## src/rtl/core/ffha_pkg.sv

```systemverilog
// ----------------------------------------------------------------------------
// First-fit heap allocator package
// Shared types and constants for the heap allocator and its checker.
// ----------------------------------------------------------------------------
`timescale 1ns / 1ps

package ffha_pkg;

   localparam int HEAP_GRANULES_DEFAULT = 128;

   localparam int REQ_SIZE_W = 12;
   localparam int ADDR_W     = 11;
   localparam int STATUS_W   = 2;

   localparam logic [REQ_SIZE_W-1:0] MAX_REQUEST_RESET = 12'd1592;

   localparam logic CMD_ALLOC = 1'b0;
   localparam logic CMD_FREE  = 1'b1;

   localparam logic [STATUS_W-1:0] STATUS_OK       = 2'd0;
   localparam logic [STATUS_W-1:0] STATUS_NO_FIT   = 2'd1;
   localparam logic [STATUS_W-1:0] STATUS_BAD_FREE = 2'd2;

   typedef struct packed {
      logic                  command;
      logic [REQ_SIZE_W-1:0] request_size;
      logic [ADDR_W-1:0]     free_address;
   } req_type;

   typedef struct packed {
      logic [STATUS_W-1:0] status;
      logic [ADDR_W-1:0]   payload_address;
   } rsp_type;

endpackage

```

## src/rtl/core/ffha_ram.sv

```systemverilog
// ----------------------------------------------------------------------------
// Generic single-port-write RAM
// One write port and one read port with registered read data.
// ----------------------------------------------------------------------------
`timescale 1ns / 1ps

module ffha_ram #(
   parameter int WIDTH = 9,
   parameter int DEPTH = 128
) (
   input  logic                     clock,
   input  logic                     wr_en,
   input  logic [$clog2(DEPTH)-1:0] wr_addr,
   input  logic [WIDTH-1:0]         wr_data,
   input  logic [$clog2(DEPTH)-1:0] rd_addr,
   output logic [WIDTH-1:0]         rd_data
);

   logic [WIDTH-1:0] mem [DEPTH];

   always_ff @(posedge clock) begin
      if (wr_en) begin
         mem[wr_addr] <= wr_data;
      end
      rd_data <= mem[rd_addr];
   end

endmodule

```

## src/rtl/core/first_fit_heap_allocator.sv

```systemverilog
// ----------------------------------------------------------------------------
// First-fit heap allocator
// Implicit free list over a heap of 16-byte granules with first-fit search.
// ----------------------------------------------------------------------------
// A request is a transfer on req_payload, taken at a clock edge where start is
// high and busy is low. An allocate rounds the payload plus an 8-byte header
// up to whole granules, takes the first free block that fits, splits off the
// remainder and returns the payload offset. A free clears the mark of the
// block whose payload offset matches and merges it with free neighbors.
// Each request gives exactly one result transfer: rsp_valid is high for one
// cycle with rsp_payload, and the receiver must take it then.
// Block headers live in a RAM and the walk reads one header per cycle. A
// request rejected up front goes straight to its result; otherwise the
// walk covers at most HEAP_GRANULES blocks, then splits or merges if needed.
// busy stays high from the accepting edge until the result cycle ends.
// After reset the block writes the single free block that spans the heap,
// busy high, then accepts requests. max_request resets to 1592; the user
// must write it via csr_wr_en and csr_wr_data only while idle (not enforced).
// ----------------------------------------------------------------------------
`timescale 1ns / 1ps

module first_fit_heap_allocator
   import ffha_pkg::*;
#(
   parameter int HEAP_GRANULES = HEAP_GRANULES_DEFAULT
) (
   input  logic                  clock,
   input  logic                  reset,
   input  logic                  start,
   output logic                  busy,
   input  req_type               req_payload,
   output logic                  rsp_valid,
   output rsp_type               rsp_payload,
   input  logic                  csr_wr_en,
   input  logic [REQ_SIZE_W-1:0] csr_wr_data
);

   localparam int GW     = $clog2(HEAP_GRANULES);
   localparam int SW     = $clog2(HEAP_GRANULES + 1);
   localparam int NEED_W = 9;
   localparam int TGT_W  = ADDR_W - 4;
   localparam int WIDE_W = (SW + 1 > NEED_W) ? SW + 1 : NEED_W;
   localparam int ENT_W  = SW + 1;

   localparam logic [WIDE_W-1:0] HEAP_W = WIDE_W'(HEAP_GRANULES);

   localparam logic [2:0] S_INIT   = 3'd0;
   localparam logic [2:0] S_IDLE   = 3'd1;
   localparam logic [2:0] S_AWALK  = 3'd2;
   localparam logic [2:0] S_ASPLIT = 3'd3;
   localparam logic [2:0] S_FWALK  = 3'd4;
   localparam logic [2:0] S_FMERGE = 3'd5;
   localparam logic [2:0] S_DONE   = 3'd6;

   logic [2:0]            state_ff, state_in;
   logic [REQ_SIZE_W-1:0] max_req_ff;
   logic [SW-1:0]         pos_ff, pos_in;
   logic [NEED_W-1:0]     need_ff, need_in;
   logic [TGT_W-1:0]      target_ff, target_in;
   logic [SW-1:0]         prev_pos_ff, prev_pos_in;
   logic [SW-1:0]         prev_size_ff, prev_size_in;
   logic                  prev_free_ff, prev_free_in;
   logic [SW-1:0]         cur_size_ff, cur_size_in;
   logic                  next_ok_ff, next_ok_in;
   logic [GW-1:0]         aux_pos_ff, aux_pos_in;
   logic [SW-1:0]         aux_size_ff, aux_size_in;
   logic [STATUS_W-1:0]   status_ff, status_in;
   logic [ADDR_W-1:0]     paddr_ff, paddr_in;

   logic              wr_en;
   logic [GW-1:0]     wr_addr;
   logic [ENT_W-1:0]  wr_data;
   logic [GW-1:0]     rd_addr;
   logic [ENT_W-1:0]  rd_data;
   logic              q_used;
   logic [SW-1:0]     q_size;
   logic [WIDE_W-1:0] next_sum;
   logic [WIDE_W-1:0] merge_total;
   logic [SW-1:0]     merge_start;

   ffha_ram #(
      .WIDTH (ENT_W),
      .DEPTH (HEAP_GRANULES)
   ) u_headers (
      .clock   (clock),
      .wr_en   (wr_en),
      .wr_addr (wr_addr),
      .wr_data (wr_data),
      .rd_addr (rd_addr),
      .rd_data (rd_data)
   );

   assign q_used   = rd_data[ENT_W-1];
   assign q_size   = rd_data[SW-1:0];
   assign next_sum = WIDE_W'(pos_ff) + WIDE_W'(q_size);

   assign merge_total = (prev_free_ff ? WIDE_W'(prev_size_ff) : '0) + WIDE_W'(cur_size_ff)
                      + ((next_ok_ff && !q_used) ? WIDE_W'(q_size) : '0);
   assign merge_start = prev_free_ff ? prev_pos_ff : pos_ff;

   always_comb begin
      state_in     = state_ff;
      pos_in       = pos_ff;
      need_in      = need_ff;
      target_in    = target_ff;
      prev_pos_in  = prev_pos_ff;
      prev_size_in = prev_size_ff;
      prev_free_in = prev_free_ff;
      cur_size_in  = cur_size_ff;
      next_ok_in   = next_ok_ff;
      aux_pos_in   = aux_pos_ff;
      aux_size_in  = aux_size_ff;
      status_in    = status_ff;
      paddr_in     = paddr_ff;
      wr_en        = 1'b0;
      wr_addr      = '0;
      wr_data      = '0;
      rd_addr      = '0;
      unique case (state_ff)
         S_INIT: begin
            wr_en    = 1'b1;
            wr_data  = {1'b0, SW'(HEAP_GRANULES)};
            state_in = S_IDLE;
         end
         S_IDLE: begin
            pos_in       = '0;
            paddr_in     = '0;
            prev_free_in = 1'b0;
            if (start) begin
               if (req_payload.command == CMD_ALLOC) begin
                  status_in = STATUS_NO_FIT;
                  need_in   = NEED_W'((13'(req_payload.request_size) + 13'd23) >> 4);
                  if (req_payload.request_size > max_req_ff) begin
                     state_in = S_DONE;
                  end else begin
                     state_in = S_AWALK;
                  end
               end else begin
                  status_in = STATUS_BAD_FREE;
                  target_in = req_payload.free_address[ADDR_W-1:4];
                  if (req_payload.free_address[3:0] != 4'd8) begin
                     state_in = S_DONE;
                  end else begin
                     state_in = S_FWALK;
                  end
               end
            end
         end
         S_AWALK: begin
            rd_addr = next_sum[GW-1:0];
            if (!q_used && WIDE_W'(q_size) >= WIDE_W'(need_ff)) begin
               wr_en       = 1'b1;
               wr_addr     = pos_ff[GW-1:0];
               wr_data     = {1'b1, SW'(need_ff)};
               status_in   = STATUS_OK;
               paddr_in    = ADDR_W'({pos_ff, 4'd8});
               aux_pos_in  = GW'(WIDE_W'(pos_ff) + WIDE_W'(need_ff));
               aux_size_in = SW'(WIDE_W'(q_size) - WIDE_W'(need_ff));
               if (WIDE_W'(q_size) > WIDE_W'(need_ff)) begin
                  state_in = S_ASPLIT;
               end else begin
                  state_in = S_DONE;
               end
            end else if (next_sum >= HEAP_W) begin
               state_in = S_DONE;
            end else begin
               pos_in = SW'(next_sum);
            end
         end
         S_ASPLIT: begin
            wr_en    = 1'b1;
            wr_addr  = aux_pos_ff;
            wr_data  = {1'b0, aux_size_ff};
            state_in = S_DONE;
         end
         S_FWALK: begin
            rd_addr = next_sum[GW-1:0];
            if (WIDE_W'(pos_ff) == WIDE_W'(target_ff)) begin
               cur_size_in = q_size;
               next_ok_in  = next_sum < HEAP_W;
               if (q_used) begin
                  state_in = S_FMERGE;
               end else begin
                  state_in = S_DONE;
               end
            end else if (WIDE_W'(pos_ff) > WIDE_W'(target_ff) || next_sum >= HEAP_W) begin
               state_in = S_DONE;
            end else begin
               prev_pos_in  = pos_ff;
               prev_size_in = q_size;
               prev_free_in = !q_used;
               pos_in       = SW'(next_sum);
            end
         end
         S_FMERGE: begin
            wr_en     = 1'b1;
            wr_addr   = merge_start[GW-1:0];
            wr_data   = {1'b0, SW'(merge_total)};
            status_in = STATUS_OK;
            state_in  = S_DONE;
         end
         S_DONE: begin
            state_in = S_IDLE;
         end
         default: begin
            state_in = S_IDLE;
         end
      endcase
   end

   always_ff @(posedge clock) begin
      if (reset) begin
         state_ff   <= S_INIT;
         max_req_ff <= MAX_REQUEST_RESET;
      end else begin
         state_ff <= state_in;
         if (csr_wr_en) begin
            max_req_ff <= csr_wr_data;
         end
      end
   end

   always_ff @(posedge clock) begin
      pos_ff       <= pos_in;
      need_ff      <= need_in;
      target_ff    <= target_in;
      prev_pos_ff  <= prev_pos_in;
      prev_size_ff <= prev_size_in;
      prev_free_ff <= prev_free_in;
      cur_size_ff  <= cur_size_in;
      next_ok_ff   <= next_ok_in;
      aux_pos_ff   <= aux_pos_in;
      aux_size_ff  <= aux_size_in;
      status_ff    <= status_in;
      paddr_ff     <= paddr_in;
   end

   assign busy      = (state_ff != S_IDLE);
   assign rsp_valid = (state_ff == S_DONE);

   assign rsp_payload.status          = status_ff;
   assign rsp_payload.payload_address = paddr_ff;

endmodule

```

## config.mk

```make
export PLATFORM = sky130hd
export DESIGN_NAME = first_fit_heap_allocator
export DESIGN_NICKNAME = d
export VERILOG_FILES = /design/src/rtl/core/ffha_pkg.sv /design/src/rtl/core/ffha_ram.sv /design/src/rtl/core/first_fit_heap_allocator.sv
export SDC_FILE = /design/constraint.sdc
export NUM_CORES = 2
export LEC_CHECK = 0
export BUFFER_PORTS_ARGS = -buffer_cell sky130_fd_sc_hd__clkbuf_2
export CORE_MARGIN = 1.5
export CORE_UTILIZATION = 30
export CTS_BUF_LIST = sky130_fd_sc_hd__clkbuf_8
export DETAILED_ROUTE_END_ITERATION = 8
export GPL_TIMING_DRIVEN = 1
export PLACE_DENSITY = 0.52
export SLEW_MARGIN = 20
export SYNTH_ARGS = -nofsm -noshare
export SYNTH_HDL_FRONTEND = slang
export SYNTH_SLANG_ARGS = --single-unit
```

## constraint.sdc

```tcl
create_clock -name clock -period 15.85 [get_ports clock]
set_clock_uncertainty 0.05 [all_clocks]
set_input_delay 3.17 -clock clock [delete_from_list [all_inputs] [get_ports clock]]
set_output_delay 3.17 -clock clock [all_outputs]
set_load 0.02 [all_outputs]
```

==> results_dict.tcl <==
set metrics [dict create \
    status "completed" \
    finalHoldViolations 0 \
    viasPerCell 5.28 \
    die-area_sq_um 175000 \
    dr.pass1.iters 5 \
    synth-seq-area-share_pct 72.1 \
    ys_top_cells_by_area "edfxtp_1 71%, nand2_1 4.3%, mux2i_1 2.4%" \
    cts_buffers 210 \
    cts_max_level 4 \
    cts_root_buf "clkbuf_8" \
    rsz0062_at_grt "false" \
    vias 33397 \
    arrival_ns 7.11 \
    drcViolationCount 0 \
    max_freq_mhz 159 \
    clock_sinks 1250 \
    drive_above_1_share_pct 11.7 \
    ant_nets 0 \
    cpMostUsedCell "buf_4" \
    synth_top_area_share_pct 71.1 \
    cp_max_fo 108 \
    worstSetupStartpointType "register" \
    synth_most_common_cell "edfxtp_1" \
    start_util_pct 30.2 \
    yosys_warnings 0 \
    synthToLayoutAreaGrowth_pct 13.0 \
    grt_pass1_vias 31966 \
    cts_tree "yes" \
    hold_path.class "register to register" \
    overflow 0 \
    ys_ff_latch 1250 \
    grt_usage_pct 18.4 \
    relSlewSlack_pct 17.7 \
    postCtsSetupRepairBufs 0 \
    hpwl_mm 96.3 \
    path_clk_slew_ns 0.06 \
    rows 152 \
    clock_latency_ns 0.96 \
    die_w_um 418 \
    clk_path_buf_depth 3 \
    syn_inst 3728 \
    ctsResizeCount 0 \
    grt_pass1_wl_mm 234 \
    synthesis.area_sq_um 51800 \
    setup_tns_ns 0 \
    drt-initial-drc-count 3846 \
    synthFlopType "edfxtp_1" \
    tightest_slew_ns 1.20 \
    min_period_ns 6.29 \
    crit_chain "ha_4, inv_1, fa_4, xor2_4, buf_12, or3_4, buf_4, buf_4, nand2_1, a22o_1, a311oi_1, a21oi_1, a2111oi_0, nor4b_2" \
    place.gp.congestion 0.852 \
    postLayoutCellArea_sq_um 58500 \
    synth_cell_types 82 \
    yosys.area.top_type "edfxtp_1" \
    pin_count 55 \
    synth_edf_count 1226 \
    core-area_sq_um 172000 \
    end_kind "register" \
    worstSetupPathType "register to register" \
    timing.max_cap.violations 0 \
    nets 3940 \
    synth.avg_cell_area_sq_um 13.9 \
    die_h_um 418 \
    grt_max_degree 109 \
    avgRoutedWirePerCell_um 26.0 \
    slowest_delay_ns 1.07 \
    crit_slowest_cell "a2111oi_0" \
    placed_cell_area_sq_um 54700 \
    setup_viol 0 \
    period_share_pct 39.7 \
    ctsHoldBuffers 0 \
    wirelength_mm 164 \
    cp.required_ns 16.66 \
    finalMaxSlewViolations 0 \
    antenna_found_initial 7 \
    yosys-top-cells-count "1226 x edfxtp_1, 592 x nand2_1, 247 x nor2_1, 217 x nand3_1, 124 x mux2i_1" \
    async_reset_ff_share_pct 0 \
    portBuffers 51 \
]
[kinds of logic after synthesis]
logic type               after synthesis  synth area share (%)
adder cells (fa/ha/maj)               58                  1.56
AO/OA/AOI/OAI                        664                  8.74
flip-flops                          1250                  72.1
buffers and inverters                294                  2.45
AND/OR/NAND/NOR                     1259                  10.6
XOR/XNOR                              34                 0.612
other                                  1               0.00725
multiplexers                         168                  3.96
[per-layer routing]
layer / wire length (um) / up-vias / track usage, %
li1: - / 14476 / -
met1: 70400 / 17017 / 25.5
met2: 74600 / 1628 / 28.4
met3: 14100 / 274 / 4.22
met4: 5000 / 2 / 6.05
met5: 13 / - / 0
[worst max-delay path, delay by kind of cell, from the launching register on]
family	cells	cell delay, ns
AO/OA/AOI/OAI	4	1.84
XOR/XNOR	1	0.17
adder cells (fa/ha/maj)	2	0.68
buffers and inverters	4	2.03
flip-flops	1	0.52
AND/OR/NAND/NOR	3	0.75
[path summary, 6_finish.rpt]
check,from,to,slack [ns],cells past startpoint
max,pos_ff[0],u_headers.rd_data[8],9.56,14
min,max_req_ff[3],max_req_ff[3],0.43,2
max reg2reg,pos_ff[0],u_headers.rd_data[8],9.56,14
min reg2reg,max_req_ff[3],max_req_ff[3],0.43,2
[cell usage in the layout, fill, tap and decap left out, types with 9 or more instances in the layout]
master | Yosys | final
inv_1 | 61 | 141
a311oi_1 | 10 | 10
nor2_1 | 247 | 240
o211ai_1 | 44 | 44
clkinv_1 | 2 | 56
dfxtp_1 | 24 | 24
clkbuf_2 | 0 | 51
a31oi_1 | 102 | 102
mux2i_1 | 124 | 124
o2bb2ai_1 | 15 | 15
o21a_1 | 12 | 12
fa_1 | 11 | 10
a221o_1 | 11 | 10
nand3_1 | 217 | 217
ha_1 | 47 | 46
mux4_2 | 27 | 27
nand4_1 | 33 | 33
nor3_1 | 51 | 49
a21o_1 | 17 | 17
nand2b_1 | 16 | 13
nor2b_1 | 12 | 12
clkbuf_8 | 0 | 215
and2_1 | 26 | 26
a221oi_1 | 12 | 12
or3_1 | 17 | 15
o221ai_1 | 44 | 42
o21ai_0 | 101 | 98
and3_1 | 20 | 20
a21oi_1 | 112 | 112
xnor2_1 | 23 | 22
a211oi_1 | 16 | 16
o22ai_1 | 49 | 49
a32oi_1 | 11 | 11
nand2_1 | 592 | 589
a22oi_1 | 20 | 20
mux2_2 | 16 | 16
buf_4 | 7 | 74
clkinv_2 | 0 | 12
xor2_1 | 10 | 9
edfxtp_1 | 1226 | 1226
[metrics by stage]
stage          std cells  util, %  setup WS [ns]  hold WS [ns]
2_1_floorplan       3730        -           7.79         0.409
3_3_place_gp        5940     31.9           9.61         0.420
3_5_place_dp        5940     31.9           9.46         0.432
4_1_cts             6321     34.1           9.44         0.442
5_1_grt             6323     34.1           9.26         0.468
6_report            6323     34.1           9.56         0.434
[final cells by class]
cell class | instances | area [sq um]
Fill cell | 16792 | 113000
Sequential cell | 1250 | 37300
Multi-Input combinational cell | 2186 | 13400
Clock buffer | 215 | 2960
Tap cell | 2310 | 2890
Timing Repair Buffer | 127 | 851
Clock inverter | 166 | 785
Inverter | 67 | 277
Antenna cell | 2 | 5.00
[flip-flops by register name, indices dropped and copies added (netlist names), 9 cells and up]
register / cells
need_ff: 9
u_headers.rd_data: 9
u_headers.mem: 1152
max_req_ff: 12
Power is not shown: default switching activity piles up to over one toggle a cycle in this logic, so the estimate is an artifact.
